File: config.mk
export PLATFORM = sky130hd
export DESIGN_NAME = pfcp_transaction_table
export DESIGN_NICKNAME = d
export VERILOG_FILES = /design/src/rtl/pfcp_tt_pkg.sv /design/src/rtl/pfcp_tt_mem.sv /design/src/rtl/pfcp_tt_update.sv /design/src/rtl/pfcp_transaction_table.sv
export SDC_FILE = /design/constraint.sdc
export NUM_CORES = 2
export LEC_CHECK = 0
export BUFFER_PORTS_ARGS = -buffer_cell sky130_fd_sc_hd__buf_2
export CORE_MARGIN = 2
export CORE_UTILIZATION = 49
export DETAILED_ROUTE_END_ITERATION = 16
export RECOVER_POWER = 25
export SLEW_MARGIN = 20
export SYNTH_ARGS = -nofsm -noshare
export SYNTH_HDL_FRONTEND = slang
export SYNTH_SLANG_ARGS = --single-unit
File: constraint.sdc
create_clock -name i_clk -period 18.6 [get_ports i_clk]
set_input_delay 3.72 -clock i_clk [delete_from_list [all_inputs] [get_ports i_clk]]
set_output_delay 3.72 -clock i_clk [all_outputs]
set_load 0.01 [all_outputs]
File: src/rtl/pfcp_tt_pkg.sv
`default_nettype none
package pfcp_tt_pkg;

    localparam int SLOTS_DEF = 16;
    localparam int MAX_OUT = 16;
    localparam logic [23:0] ID_WRAP = 24'h800000;

    typedef enum logic [2:0] {
        REQ_CREATE   = 3'd0,
        REQ_TRANSMIT = 3'd1,
        REQ_RECEIVE  = 3'd2,
        REQ_COMMIT   = 3'd3,
        REQ_DCOMMIT  = 3'd4,
        REQ_TICK     = 3'd5,
        REQ_DELETE   = 3'd6
    } t_req;

    localparam logic [1:0] ST_OK    = 2'd0;
    localparam logic [1:0] ST_RETRY = 2'd1;
    localparam logic [1:0] ST_ERR   = 2'd2;
    localparam logic [1:0] ST_FULL  = 2'd3;

    localparam logic [1:0] KIND_NONE = 2'd0;
    localparam logic [1:0] KIND_REQ  = 2'd1;
    localparam logic [1:0] KIND_RSP  = 2'd2;

    localparam logic [7:0] MSG_VERSION_NOT_SUPPORTED = 8'd11;

    typedef struct packed {
        logic            remote;
        logic [23:0]     id;
        logic [1:0]      step;
        logic [2:0][7:0] msg;
        logic [2:0]      mask;
        logic [3:0]      rleft;
        logic [3:0]      hleft;
        logic [15:0]     rtimer;
        logic [15:0]     htimer;
        logic [15:0]     ctimer;
    } t_rec;

    typedef struct packed {
        logic [3:0]  rretries;
        logic [15:0] rticks;
        logic [3:0]  hretries;
        logic [15:0] hticks;
    } t_cfg;

    typedef struct packed {
        logic [1:0] st;
        logic       send;
        logic [1:0] sstep;
        logic       gave;
        logic       rem;
    } t_res;

    typedef struct packed {
        t_rec rec;
        logic keep;
        t_res res;
    } t_cres;

    function automatic logic [1:0] kind_of(input logic [7:0] t);
        logic [1:0] k;
        case (t) inside
            8'd1, 8'd5, 8'd7, 8'd9, 8'd50, 8'd52, 8'd54, 8'd56: k = KIND_REQ;
            8'd2, 8'd6, 8'd8, 8'd10, 8'd11, 8'd51, 8'd53, 8'd55, 8'd57: k = KIND_RSP;
            default: k = KIND_NONE;
        endcase
        return k;
    endfunction

    function automatic logic [15:0] max1(input logic [15:0] p);
        return (p == 16'd0) ? 16'd1 : p;
    endfunction

    function automatic t_cres commit_fn(input t_rec r, input logic [15:0] rticks);
        t_cres      c;
        logic [1:0] k;
        logic [1:0] sm1;
        logic       fail;
        logic       fin;
        c = '0;
        c.rec = r;
        c.keep = 1'b1;
        fail = 1'b0;
        fin = 1'b0;
        sm1 = r.step - 2'd1;
        k = kind_of(r.msg[sm1]);
        if (r.step == 2'd0) begin
            fail = 1'b1;
        end else if (!r.remote) begin
            if (k == KIND_REQ) begin
                if (r.step != 2'd1) fail = 1'b1;
                else c.rec.rtimer = max1(rticks);
            end else if (k == KIND_RSP) begin
                if (r.step == 2'd2) fin = 1'b1;
                else if (r.step != 2'd3) fail = 1'b1;
            end else begin
                fail = 1'b1;
            end
        end else begin
            if (k != KIND_RSP || (r.step != 2'd2 && r.step != 2'd3)) fail = 1'b1;
            else if (r.step == 2'd3) fin = 1'b1;
        end
        if (fail) begin
            c.rec = r;
            c.keep = 1'b0;
            c.res.rem = 1'b1;
            c.res.st = ST_ERR;
        end else if (fin) begin
            c.keep = 1'b0;
            c.res.rem = 1'b1;
        end else begin
            c.res.send = r.mask[sm1];
            c.res.sstep = sm1;
        end
        return c;
    endfunction

endpackage
`default_nettype wire

File: src/rtl/pfcp_tt_mem.sv
`default_nettype none
module pfcp_tt_mem
    import pfcp_tt_pkg::*;
#(
    parameter int DEPTH = SLOTS_DEF,
    parameter int AW = 4
) (
    input  wire logic          i_clk,
    input  wire logic          i_we,
    input  wire logic [AW-1:0] i_waddr,
    input  wire t_rec          i_wdata,
    input  wire logic [AW-1:0] i_raddr,
    output t_rec               o_rdata
);

    t_rec r_mem [DEPTH];

    always_ff @(posedge i_clk) begin
        if (i_we) begin
            r_mem[i_waddr] <= i_wdata;
        end
        o_rdata <= r_mem[i_raddr];
    end

endmodule
`default_nettype wire

File: src/rtl/pfcp_tt_update.sv
`default_nettype none
module pfcp_tt_update
    import pfcp_tt_pkg::*;
(
    input  wire logic [2:0]  i_op,
    input  wire t_rec        i_rec,
    input  wire t_cfg        i_cfg,
    input  wire logic [7:0]  i_msg_type,
    input  wire logic [15:0] i_delay,
    output t_rec             o_rec,
    output logic             o_keep,
    output logic             o_hit,
    output t_res             o_res
);

    t_rec       r;
    t_res       res;
    t_cres      c;
    logic       keep;
    logic       hit;
    logic       fail;
    logic       adv;
    logic       good;
    logic [1:0] k;
    logic [1:0] sm1;

    always_comb begin
        r = i_rec;
        res = '0;
        keep = 1'b1;
        hit = 1'b0;
        fail = 1'b0;
        adv = 1'b0;
        good = 1'b0;
        c = '0;
        k = kind_of(i_msg_type);
        sm1 = i_rec.step - 2'd1;
        unique case (i_op)
            REQ_CREATE: begin
            end
            REQ_TRANSMIT: begin
                if (!i_rec.remote) begin
                    good = (k == KIND_REQ && i_rec.step == 2'd0) ||
                           (k == KIND_RSP && i_rec.step == 2'd2);
                end else begin
                    good = (k == KIND_RSP && i_rec.step == 2'd1);
                end
                if (good) begin
                    r.msg[i_rec.step] = i_msg_type;
                    r.mask[i_rec.step] = 1'b1;
                    r.step = i_rec.step + 2'd1;
                end else begin
                    res.st = ST_ERR;
                end
            end
            REQ_RECEIVE: begin
                if (!i_rec.remote) begin
                    if (k != KIND_RSP || i_rec.step != 2'd1) begin
                        fail = 1'b1;
                    end else if (i_msg_type != MSG_VERSION_NOT_SUPPORTED &&
                                 {1'b0, i_rec.msg[0]} + 9'd1 != {1'b0, i_msg_type}) begin
                        res.st = ST_RETRY;
                    end else begin
                        adv = 1'b1;
                    end
                end else if (k == KIND_REQ) begin
                    if (i_rec.msg[0] == i_msg_type) begin
                        if (i_rec.step != 2'd1 && i_rec.step != 2'd2) begin
                            fail = 1'b1;
                        end else begin
                            if (i_rec.mask[1]) begin
                                r.htimer = max1(i_cfg.hticks);
                                res.send = 1'b1;
                                res.sstep = 2'd1;
                            end
                            res.st = ST_RETRY;
                        end
                    end else if (i_rec.step != 2'd0) begin
                        fail = 1'b1;
                    end else begin
                        r.htimer = max1(i_cfg.hticks);
                        adv = 1'b1;
                    end
                end else begin
                    if (i_rec.step != 2'd2) fail = 1'b1;
                    else adv = 1'b1;
                end
                if (adv) begin
                    if (i_rec.step == 2'd3) begin
                        fail = 1'b1;
                    end else begin
                        r.rtimer = 16'd0;
                        r.msg[i_rec.step] = i_msg_type;
                        r.step = i_rec.step + 2'd1;
                    end
                end
                if (fail) begin
                    r = i_rec;
                    res = '0;
                    res.st = ST_ERR;
                    res.rem = 1'b1;
                    keep = 1'b0;
                end
            end
            REQ_COMMIT: begin
                c = commit_fn(i_rec, i_cfg.rticks);
                r = c.rec;
                keep = c.keep;
                res = c.res;
            end
            REQ_DCOMMIT: begin
                r.ctimer = max1(i_delay);
            end
            REQ_TICK: begin
                if (i_rec.rtimer != 16'd0) begin
                    r.rtimer = i_rec.rtimer - 16'd1;
                    if (r.rtimer == 16'd0) begin
                        hit = 1'b1;
                        if (i_rec.rleft > 4'd1) begin
                            r.rleft = i_rec.rleft - 4'd1;
                            r.rtimer = max1(i_cfg.rticks);
                            if (i_rec.step != 2'd0) begin
                                res.send = i_rec.mask[sm1];
                                res.sstep = sm1;
                            end
                            res.st = ST_RETRY;
                        end else begin
                            res.gave = !i_rec.remote;
                            keep = 1'b0;
                            res.rem = 1'b1;
                        end
                    end
                end
                if (keep && r.htimer != 16'd0) begin
                    r.htimer = r.htimer - 16'd1;
                    if (r.htimer == 16'd0) begin
                        hit = 1'b1;
                        if (r.hleft > 4'd1) begin
                            r.hleft = r.hleft - 4'd1;
                            r.htimer = max1(i_cfg.hticks);
                        end else begin
                            keep = 1'b0;
                            res.rem = 1'b1;
                        end
                    end
                end
                if (keep && r.ctimer != 16'd0) begin
                    r.ctimer = r.ctimer - 16'd1;
                    if (r.ctimer == 16'd0) begin
                        hit = 1'b1;
                        c = commit_fn(r, i_cfg.rticks);
                        r = c.rec;
                        keep = c.keep;
                        res.rem = res.rem | c.res.rem;
                        if (c.res.send) begin
                            res.send = 1'b1;
                            res.sstep = c.res.sstep;
                        end
                        if (c.res.st > res.st) res.st = c.res.st;
                    end
                end
            end
            REQ_DELETE: begin
                keep = 1'b0;
                res.rem = 1'b1;
            end
            default: begin
                res.st = ST_ERR;
            end
        endcase
        if (!res.send) res.sstep = 2'd0;
        o_rec = r;
        o_keep = keep;
        o_hit = hit;
        o_res = res;
    end

endmodule
`default_nettype wire

File: src/rtl/pfcp_transaction_table.sv
`default_nettype none
// PFCP transaction table for one peer. Each input word carries an event kind in tuser
// (create, transmit, receive, commit, delayed commit, tick, delete) and yields result
// words on the master side, the final one of an event marked by tlast; a tick yields one
// word per slot whose timer expires, at most sixteen, and none if nothing expires. All
// per-slot state but the valid bits lives in one synchronous memory with a registered
// read, so an event on an existing slot passes through a wait state for the read before
// it executes, while receive and tick walk the valid slots in turn, each read through
// the same wait state, and the master side can hold off any event's result. Valid bits
// sit in flip-flops and are cleared by reset, so no clearing pass is needed.
module pfcp_transaction_table
    import pfcp_tt_pkg::*;
#(
    parameter int SLOTS = SLOTS_DEF
) (
    input  wire logic        i_clk,
    input  wire logic        i_rst_n,
    input  wire logic        i_cfg_we,
    input  wire logic [2:0]  i_cfg_index,
    input  wire logic [22:0] i_cfg_data,
    input  wire logic        i_s_axis_tvalid,
    output logic             o_s_axis_tready,
    // slot[3:0], msg_type[11:4], seq_number[35:12], delay_ticks[51:36]
    input  wire logic [55:0] i_s_axis_tdata,
    // req_type[2:0]
    input  wire logic [2:0]  i_s_axis_tuser,
    output logic             o_m_axis_tvalid,
    input  wire logic        i_m_axis_tready,
    // status[1:0], entry[5:2], trans_id[29:6], send_now[30], send_step[32:31],
    // gave_up[33], removed[34]
    output logic [39:0]      o_m_axis_tdata,
    output logic             o_m_axis_tlast
);

    localparam int AW = (SLOTS > 1) ? $clog2(SLOTS) : 1;
    localparam int IW = $clog2(SLOTS + 1);
    localparam logic [2:0] CFG_RRETRIES = 3'd0;
    localparam logic [2:0] CFG_RTICKS   = 3'd1;
    localparam logic [2:0] CFG_HRETRIES = 3'd2;
    localparam logic [2:0] CFG_HTICKS   = 3'd3;
    localparam logic [2:0] CFG_FIRST_ID = 3'd4;

    typedef enum logic [3:0] {
        S_IDLE, S_WAIT, S_EXEC, S_DIRECT, S_RS_A, S_RS_C, S_TK_A, S_TK_C, S_TK_END
    } t_state;

    t_state      r_state, r_ret;
    t_cfg        r_cfg;
    logic [23:0] r_next_id;
    logic [SLOTS-1:0] r_valid;
    logic [2:0]  r_op;
    logic [7:0]  r_msg;
    logic [23:0] r_seq;
    logic [15:0] r_delay;
    logic [AW-1:0] r_addr;
    logic [IW-1:0] r_idx;
    logic        r_use_new;
    t_rec        r_newrec;
    t_res        r_dres;
    logic [3:0]  r_dentry;
    logic [23:0] r_did;
    logic        r_pend_v;
    t_res        r_pend_res;
    logic [3:0]  r_pend_entry;
    logic [23:0] r_pend_id;
    logic [4:0]  r_cnt;
    logic        r_out_v;
    t_res        r_out_res;
    logic [3:0]  r_out_entry;
    logic [23:0] r_out_id;
    logic        r_out_last;

    logic [3:0]  w_slot;
    logic [7:0]  w_msg;
    logic [23:0] w_seq;
    logic [15:0] w_delay;
    logic [AW-1:0] w_slot_idx;
    logic        w_ok_slot;
    logic        w_free_v;
    logic [AW-1:0] w_free;
    logic [23:0] w_nxt;
    logic        w_can_push;
    logic        w_we;
    t_rec        w_rdata;
    t_rec        w_rec_in;
    t_rec        w_rec_out;
    logic        w_keep;
    logic        w_hit;
    t_res        w_res;
    logic        w_rep;
    logic        w_stall;
    logic [AW-1:0] w_idx;

    assign w_slot = i_s_axis_tdata[3:0];
    assign w_msg = i_s_axis_tdata[11:4];
    assign w_seq = i_s_axis_tdata[35:12];
    assign w_delay = i_s_axis_tdata[51:36];
    assign w_slot_idx = AW'(w_slot);
    assign w_ok_slot = (32'(w_slot) < SLOTS) && r_valid[w_slot_idx];
    assign w_nxt = (r_next_id >= ID_WRAP) ? 24'd1 : r_next_id + 24'd1;
    assign w_can_push = !r_out_v || i_m_axis_tready;
    assign w_idx = r_idx[AW-1:0];
    assign w_rec_in = r_use_new ? r_newrec : w_rdata;
    assign w_rep = w_hit && (r_cnt < 5'(MAX_OUT));
    assign w_stall = w_rep && r_pend_v && !w_can_push;
    assign w_we = ((r_state == S_EXEC) && w_can_push) || ((r_state == S_TK_C) && !w_stall);

    always_comb begin
        w_free_v = 1'b0;
        w_free = '0;
        for (int i = SLOTS - 1; i >= 0; i--) begin
            if (!r_valid[i]) begin
                w_free_v = 1'b1;
                w_free = AW'(i);
            end
        end
    end

    pfcp_tt_mem #(.DEPTH(SLOTS), .AW(AW)) u_mem (
        .i_clk   (i_clk),
        .i_we    (w_we),
        .i_waddr (r_addr),
        .i_wdata (w_rec_out),
        .i_raddr (r_addr),
        .o_rdata (w_rdata)
    );

    pfcp_tt_update u_update (
        .i_op       (r_op),
        .i_rec      (w_rec_in),
        .i_cfg      (r_cfg),
        .i_msg_type (r_msg),
        .i_delay    (r_delay),
        .o_rec      (w_rec_out),
        .o_keep     (w_keep),
        .o_hit      (w_hit),
        .o_res      (w_res)
    );

    assign o_s_axis_tready = (r_state == S_IDLE);
    assign o_m_axis_tvalid = r_out_v;
    assign o_m_axis_tlast = r_out_last;
    assign o_m_axis_tdata = {5'd0, r_out_res.rem, r_out_res.gave, r_out_res.sstep,
                             r_out_res.send, r_out_id, r_out_entry, r_out_res.st};

    always_ff @(posedge i_clk) begin
        if (!i_rst_n) begin
            r_state <= S_IDLE;
            r_ret <= S_IDLE;
            r_cfg.rretries <= 4'd3;
            r_cfg.rticks <= 16'd3000;
            r_cfg.hretries <= 4'd4;
            r_cfg.hticks <= 16'd3000;
            r_next_id <= 24'd1;
            r_valid <= '0;
            r_pend_v <= 1'b0;
            r_out_v <= 1'b0;
            r_use_new <= 1'b0;
        end else begin
            if (r_out_v && i_m_axis_tready) r_out_v <= 1'b0;
            if (i_cfg_we) begin
                case (i_cfg_index)
                    CFG_RRETRIES: r_cfg.rretries <= i_cfg_data[3:0];
                    CFG_RTICKS:   r_cfg.rticks <= i_cfg_data[15:0];
                    CFG_HRETRIES: r_cfg.hretries <= i_cfg_data[3:0];
                    CFG_HTICKS:   r_cfg.hticks <= i_cfg_data[15:0];
                    CFG_FIRST_ID: r_next_id <= {1'b0, i_cfg_data};
                    default: ;
                endcase
            end
            unique case (r_state)
                S_IDLE: begin
                    if (i_s_axis_tvalid) begin
                        r_op <= i_s_axis_tuser;
                        r_msg <= w_msg;
                        r_seq <= w_seq;
                        r_delay <= w_delay;
                        r_idx <= '0;
                        r_cnt <= '0;
                        r_use_new <= 1'b0;
                        r_dres <= '0;
                        r_dentry <= w_slot;
                        r_did <= '0;
                        case (i_s_axis_tuser) inside
                            REQ_CREATE: begin
                                if (w_free_v) begin
                                    r_next_id <= w_nxt;
                                    r_addr <= w_free;
                                    r_use_new <= 1'b1;
                                    r_newrec <= '{remote: 1'b0, id: w_nxt, step: 2'd0,
                                                  msg: '0, mask: 3'd0,
                                                  rleft: r_cfg.rretries,
                                                  hleft: r_cfg.hretries,
                                                  rtimer: 16'd0, htimer: 16'd0,
                                                  ctimer: 16'd0};
                                    r_state <= S_EXEC;
                                end else begin
                                    r_dres.st <= ST_FULL;
                                    r_dentry <= 4'd0;
                                    r_state <= S_DIRECT;
                                end
                            end
                            REQ_TRANSMIT, REQ_COMMIT, REQ_DCOMMIT, REQ_DELETE: begin
                                if (w_ok_slot) begin
                                    r_addr <= w_slot_idx;
                                    r_ret <= S_EXEC;
                                    r_state <= S_WAIT;
                                end else begin
                                    r_dres.st <= ST_ERR;
                                    r_state <= S_DIRECT;
                                end
                            end
                            REQ_RECEIVE: begin
                                if (kind_of(w_msg) == KIND_NONE) begin
                                    r_dres.st <= ST_ERR;
                                    r_dentry <= 4'd0;
                                    r_did <= w_seq;
                                    r_state <= S_DIRECT;
                                end else begin
                                    r_state <= S_RS_A;
                                end
                            end
                            REQ_TICK: begin
                                r_state <= S_TK_A;
                            end
                            default: begin
                                r_dres.st <= ST_ERR;
                                r_dentry <= 4'd0;
                                r_state <= S_DIRECT;
                            end
                        endcase
                    end
                end
                S_WAIT: begin
                    r_state <= r_ret;
                end
                S_DIRECT: begin
                    if (w_can_push) begin
                        r_out_v <= 1'b1;
                        r_out_res <= r_dres;
                        r_out_entry <= r_dentry;
                        r_out_id <= r_did;
                        r_out_last <= 1'b1;
                        r_state <= S_IDLE;
                    end
                end
                S_EXEC: begin
                    if (w_can_push) begin
                        r_valid[r_addr] <= w_keep;
                        r_out_v <= 1'b1;
                        r_out_res <= w_res;
                        r_out_entry <= 4'(r_addr);
                        r_out_id <= w_rec_out.id;
                        r_out_last <= 1'b1;
                        r_state <= S_IDLE;
                    end
                end
                S_RS_A: begin
                    if (r_idx == IW'(SLOTS)) begin
                        if (w_free_v) begin
                            r_addr <= w_free;
                            r_use_new <= 1'b1;
                            r_newrec <= '{remote: 1'b1, id: r_seq, step: 2'd0,
                                          msg: '0, mask: 3'd0,
                                          rleft: r_cfg.rretries,
                                          hleft: r_cfg.hretries,
                                          rtimer: 16'd0, htimer: 16'd0, ctimer: 16'd0};
                            r_state <= S_EXEC;
                        end else begin
                            r_dres.st <= ST_FULL;
                            r_dentry <= 4'd0;
                            r_did <= r_seq;
                            r_state <= S_DIRECT;
                        end
                    end else if (r_valid[w_idx]) begin
                        r_addr <= w_idx;
                        r_ret <= S_RS_C;
                        r_state <= S_WAIT;
                    end else begin
                        r_idx <= r_idx + IW'(1);
                    end
                end
                S_RS_C: begin
                    if (w_rdata.remote == (kind_of(r_msg) == KIND_REQ) &&
                        w_rdata.id == r_seq) begin
                        r_state <= S_EXEC;
                    end else begin
                        r_idx <= r_idx + IW'(1);
                        r_state <= S_RS_A;
                    end
                end
                S_TK_A: begin
                    if (r_idx == IW'(SLOTS)) begin
                        r_state <= S_TK_END;
                    end else if (r_valid[w_idx]) begin
                        r_addr <= w_idx;
                        r_ret <= S_TK_C;
                        r_state <= S_WAIT;
                    end else begin
                        r_idx <= r_idx + IW'(1);
                    end
                end
                S_TK_C: begin
                    if (!w_stall) begin
                        r_valid[r_addr] <= w_keep;
                        if (w_rep) begin
                            if (r_pend_v) begin
                                r_out_v <= 1'b1;
                                r_out_res <= r_pend_res;
                                r_out_entry <= r_pend_entry;
                                r_out_id <= r_pend_id;
                                r_out_last <= 1'b0;
                            end
                            r_pend_v <= 1'b1;
                            r_pend_res <= w_res;
                            r_pend_entry <= 4'(r_addr);
                            r_pend_id <= w_rec_out.id;
                            r_cnt <= r_cnt + 5'd1;
                        end
                        r_idx <= r_idx + IW'(1);
                        r_state <= S_TK_A;
                    end
                end
                S_TK_END: begin
                    if (!r_pend_v) begin
                        r_state <= S_IDLE;
                    end else if (w_can_push) begin
                        r_out_v <= 1'b1;
                        r_out_res <= r_pend_res;
                        r_out_entry <= r_pend_entry;
                        r_out_id <= r_pend_id;
                        r_out_last <= 1'b1;
                        r_pend_v <= 1'b0;
                        r_state <= S_IDLE;
                    end
                end
                default: begin
                    r_state <= S_IDLE;
                end
            endcase
        end
    end

endmodule
`default_nettype wire
==> impl_summary.log <==
INFO  metric outcome = complete, but fails checks
INFO  metric violations = max-capacitance violations, max-slew violations
INFO  metric async_s_r_ff_share_synth = 0
INFO  metric timing.hold.worst.class = reg -> reg
INFO  metric yosysUniqueCellTypes = 97
INFO  metric port-buffer-count = 123
INFO  metric fillers = 13.6k
INFO  metric fin_skew = 0.0349 ns
INFO  metric report.final.hold_viol_count = 0
INFO  metric antenna_left = 0
INFO  metric clock_transition_at_the_registers_of_the_reported_paths = 0.06 ns
INFO  metric powerDensity = 132 nW/µm²
INFO  metric fin_crit = between 10 and 15 ns
INFO  metric first_iteration_detailed_routing_drc_count = 5462
INFO  metric multi_input_area = 23200 µm²
INFO  metric yosysWarnings = 0
INFO  metric netSwitchingPower = 3.57 mW
INFO  metric remaining_drc_errors = 0
INFO  metric initial_utilization = 0.494
INFO  metric tns = 0 ns
INFO  metric ctsLongestPathBuffers = 3
INFO  metric hold-worst-slack = 0.439 ns
INFO  metric die_h = between 400 and 500 µm
INFO  metric clockPowerShare = 0.326
INFO  metric power.internal = 9.33 mW
INFO  metric fp.dieArea = around 180000 µm²
INFO  metric critical_path_required = 19.28 ns
INFO  metric maxCapViolCount = 21
INFO  metric finalWeightedCongestion = 0.884
INFO  metric critPathArrivalTime = 12.56 ns
INFO  metric power.share.sequential = 0.491
INFO  metric layout_worst_path_cycle_share = 0.639
INFO  metric grt.met2_usage = 0.389
INFO  metric drt-wirelength-per-cell = 30.4 µm
INFO  metric worstSetupPathType = reg -> reg
INFO  metric cp-start-kind = flop
INFO  metric grt_antenna_before_repair = 10
INFO  metric post-place-cells = 7039
INFO  metric cts_made_buffers = 215
INFO  metric tritoncts = built
INFO  metric switching_share = 0.276
INFO  metric leak_pwr = 31.0 nW
INFO  metric rsz0062_at_grt = no
INFO  metric worst_voltage_drop_across_the_vdd_grid = 0.0839 mV
INFO  metric synthesis.area = about 87000 µm²
INFO  metric synthesis.area_per_instance = 18.4 µm²
INFO  metric end_kind = flop
INFO  metric post_cts_repair_setup_buffers = 0
INFO  metric groute.layer.met1.usage = 0.358
INFO  metric nNetsFinal = 5030
INFO  metric synth_seq_area_share = 0.721
INFO  metric busiest_layer = met2
INFO  metric final-max-slew-violation-count = slightly above 900
INFO  metric crit_start = r_addr[1]
INFO  metric final_layout_size_suffix_gt1_frac = 0.222
INFO  metric whs_path_depth = 0
INFO  metric detailroute.via_count = between 40k and 50k
INFO  metric cts_hold_repair.buffers = 0
INFO  metric grt_pass1_vias = 46.1k
INFO  metric totalWireLength = 227000 µm
INFO  metric drt_pass1_iterations = 9
INFO  metric number_of_flops_mapped_to_enable_cells_by_yosys = roughly 2.0k
INFO  metric grt_pass1_wl = 325000 µm
INFO  metric clock_insertion_delay_worst_skew = 0.85 ns
INFO  metric clock_tree.root_cell = sky130_fd_sc_hd__clkbuf_16
INFO  metric yosys_most_used_dff = sky130_fd_sc_hd__edfxtp_1
INFO  metric overflow_left_after_global_routing = 0
INFO  metric post_synth_inst_count = approximately 4.7k
INFO  metric maxSlewHeadroom = -5.28
INFO  metric grt_total_usage = 0.249
INFO  metric hp-start = r_cfg[17]
INFO  metric setup_viol = 0
INFO  metric synth.ff_latch_count = about 2.2k
INFO  metric crit_fanout = 142
INFO  metric power.combinational.fraction = 0.183
INFO  metric clock.fmax = 0.0842 GHz
INFO  metric worst-r2r-cell-count = 4
INFO  metric timing.rr.start = r_addr[1]
INFO  metric die-width = 426 µm
INFO  metric placement_rows = 154
INFO  metric coreArea = 176000 µm²
INFO  metric htree_levels = 4
INFO  metric timing_worst_slew_pin_value = 9.42 ns
INFO  metric area.growth.synth_to_final = 11.8%
INFO  metric layout.area.seq = 62800 µm²
INFO  metric layoutNonFillerInstCount = roughly 7.5k
INFO  metric dp_hpwl = 126000 µm
INFO  metric globalRouteMet3Util = 0.0363
INFO  metric clock_sinks = 2158
INFO  metric io_pins = ~130
INFO  metric grt_max_degree = 143
INFO  metric vias_per_cell = ~6.3
INFO  metric post_cts_repair_resize_count = 0
## cell usage after synthesis (8+ instances only)
| cell | instances | share of area |
|---|---|---|
| sky130_fd_sc_hd__a211o_1 | 9 | 0.00091 |
| sky130_fd_sc_hd__a211oi_1 | 22 | 0.0019 |
| sky130_fd_sc_hd__a21oi_1 | 127 | 0.0073 |
| sky130_fd_sc_hd__a221o_1 | 25 | 0.0029 |
| sky130_fd_sc_hd__a22oi_1 | 12 | 0.0010 |
| sky130_fd_sc_hd__a31oi_1 | 27 | 0.0019 |
| sky130_fd_sc_hd__and2_1 | 18 | 0.0013 |
| sky130_fd_sc_hd__and3_1 | 27 | 0.0019 |
| sky130_fd_sc_hd__buf_1 | 53 | 0.0023 |
| sky130_fd_sc_hd__buf_2 | 27 | 0.0016 |
| sky130_fd_sc_hd__buf_4 | 12 | 0.0010 |
| sky130_fd_sc_hd__clkbuf_1 | 182 | 0.0078 |
| sky130_fd_sc_hd__dfxtp_1 | 199 | 0.046 |
| sky130_fd_sc_hd__edfxtp_1 | 1959 | 0.68 |
| sky130_fd_sc_hd__ha_1 | 21 | 0.0030 |
| sky130_fd_sc_hd__inv_1 | 46 | 0.0020 |
| sky130_fd_sc_hd__mux2_2 | 72 | 0.0093 |
| sky130_fd_sc_hd__mux2i_1 | 38 | 0.0044 |
| sky130_fd_sc_hd__mux4_2 | 559 | 0.14 |
| sky130_fd_sc_hd__nand2_1 | 360 | 0.016 |
| sky130_fd_sc_hd__nand2b_1 | 25 | 0.0018 |
| sky130_fd_sc_hd__nand3_1 | 101 | 0.0058 |
| sky130_fd_sc_hd__nand3b_1 | 8 | 0.00069 |
| sky130_fd_sc_hd__nand4_1 | 28 | 0.0020 |
| sky130_fd_sc_hd__nor2_1 | 183 | 0.0079 |
| sky130_fd_sc_hd__nor2b_1 | 55 | 0.0040 |
| sky130_fd_sc_hd__nor3_1 | 68 | 0.0039 |
| sky130_fd_sc_hd__nor3b_1 | 11 | 0.00095 |
| sky130_fd_sc_hd__nor4_1 | 32 | 0.0023 |
| sky130_fd_sc_hd__o211a_1 | 9 | 0.0010 |
| sky130_fd_sc_hd__o211ai_1 | 28 | 0.0024 |
| sky130_fd_sc_hd__o21a_1 | 10 | 0.00086 |
| sky130_fd_sc_hd__o21ai_0 | 83 | 0.0048 |
| sky130_fd_sc_hd__o221ai_1 | 9 | 0.00091 |
| sky130_fd_sc_hd__o22ai_1 | 11 | 0.00079 |
| sky130_fd_sc_hd__o31ai_1 | 39 | 0.0034 |
| sky130_fd_sc_hd__or2_2 | 11 | 0.00079 |
| sky130_fd_sc_hd__or3_1 | 10 | 0.00072 |
| sky130_fd_sc_hd__or4_1 | 9 | 0.00078 |
| sky130_fd_sc_hd__xnor2_1 | 35 | 0.0035 |
| sky130_fd_sc_hd__xor2_1 | 42 | 0.0042 |
## area by class of cell
cell class,count,area share
Sequential cell,2158,0.645
Multi-Input combinational cell,2252,0.238
Antenna cell,7,0.000180
Clock buffer,308,0.0619
Clock inverter,96,0.00863
Tap cell,2340,0.0301
Timing Repair Buffer,241,0.0139
Inverter,51,0.00204
## critical path, cell delays in order (launching register included)
cell and delay [ns]:
sky130_fd_sc_hd__edfxtp_1 0.98, sky130_fd_sc_hd__clkbuf_1 6.55, sky130_fd_sc_hd__clkbuf_1 2.89, sky130_fd_sc_hd__mux4_2 0.51, sky130_fd_sc_hd__mux4_2 0.50
## path summary, 6_finish.rpt
| kind | slack [ns] | to |
|---|---|---|
| hold / removal | 0.44 | r_newrec[49] |
| setup / recovery | 6.72 | u_mem.o_rdata[96] |
| hold reg to reg | 0.44 | r_newrec[49] |
| setup reg to reg | 6.72 | u_mem.o_rdata[96] |
## cells by family after synthesis
| family | after synthesis | share of synthesized area |
|---|---|---|
| compound gates | 490 | 0.0385 |
| xor+xnor | 78 | 0.00802 |
| fa+ha+maj | 21 | 0.00302 |
| buf+inv | 329 | 0.0154 |
| flops | 2158 | 0.721 |
| mux | 669 | 0.158 |
| other cells | 1 | 0.0000431 |
| simple gates | 989 | 0.0556 |
## placed cells by master (no fill, tap or decap), drive strengths merged, types with 19 or more instances in the layout
cell type,count
edfxtp,1959
mux4,559
clkbuf,406
nand2,360
dfxtp,199
nor2,183
buf,143
a21oi,127
nand3,101
o21ai,85
clkinv,78
mux2,72
nor3,70
inv,57
nor2b,55
xor2,42
o31ai,40
nor4,39
mux2i,38
xnor2,35
nand4,28
o211ai,28
a31oi,27
and3,27
nand2b,25
a221o,25
a211oi,24
ha,21
and2,19
## sequential cells by signal (all words and copies together) (netlist names), 3 cells and up
signal and flops:
r_cnt 5, r_cfg 40, o_m_axis_tdata 7, u_mem.o_rdata 110
r_next_id 24, r_pend_id 24, r_idx 5, r_state 4
r_seq 24, r_addr 4, r_pend_res 7, r_did 24
r_dentry 4, r_out_entry 4, r_out_id 24, r_pend_entry 4
r_valid 16, r_newrec 33, u_mem.r_mem 1760, r_msg 8
r_delay 16, r_op 3
## per-layer routing
metal | vias to the layer above | wire length, µm
met3 | 408 | 15100
met4 | 0 | 8570
met1 | 24800 | 95400
met5 | - | 0
li1 | 19600 | -
met2 | 1836 | 108000
## through the flow
step,total power [mW],cell area [µm²],setup slack (ns),utilization
after CTS,12.9,97500,11.14,0.553
after floorplan,7.90,87100,8.98,-
after global placement,8.66,90600,11.17,0.514
final,12.9,97300,6.72,0.552
after detailed placement,8.73,90700,11.14,0.514
after global routing,13.4,97300,6.14,0.552
## power groups by stage
stage | registers (mW) | clock network [mW] | logic (mW)
6_report | 6.33 | 4.21 | 2.35
3_5_place_dp | 6.42 | 0 | 2.30
4_1_cts | 6.32 | 4.28 | 2.31
5_1_grt | 6.36 | 4.46 | 2.54
3_3_place_gp | 6.42 | 0 | 2.24
2_1_floorplan | 6.30 | 0 | 1.60
Note: power is estimated with default switching activity, not from simulation.
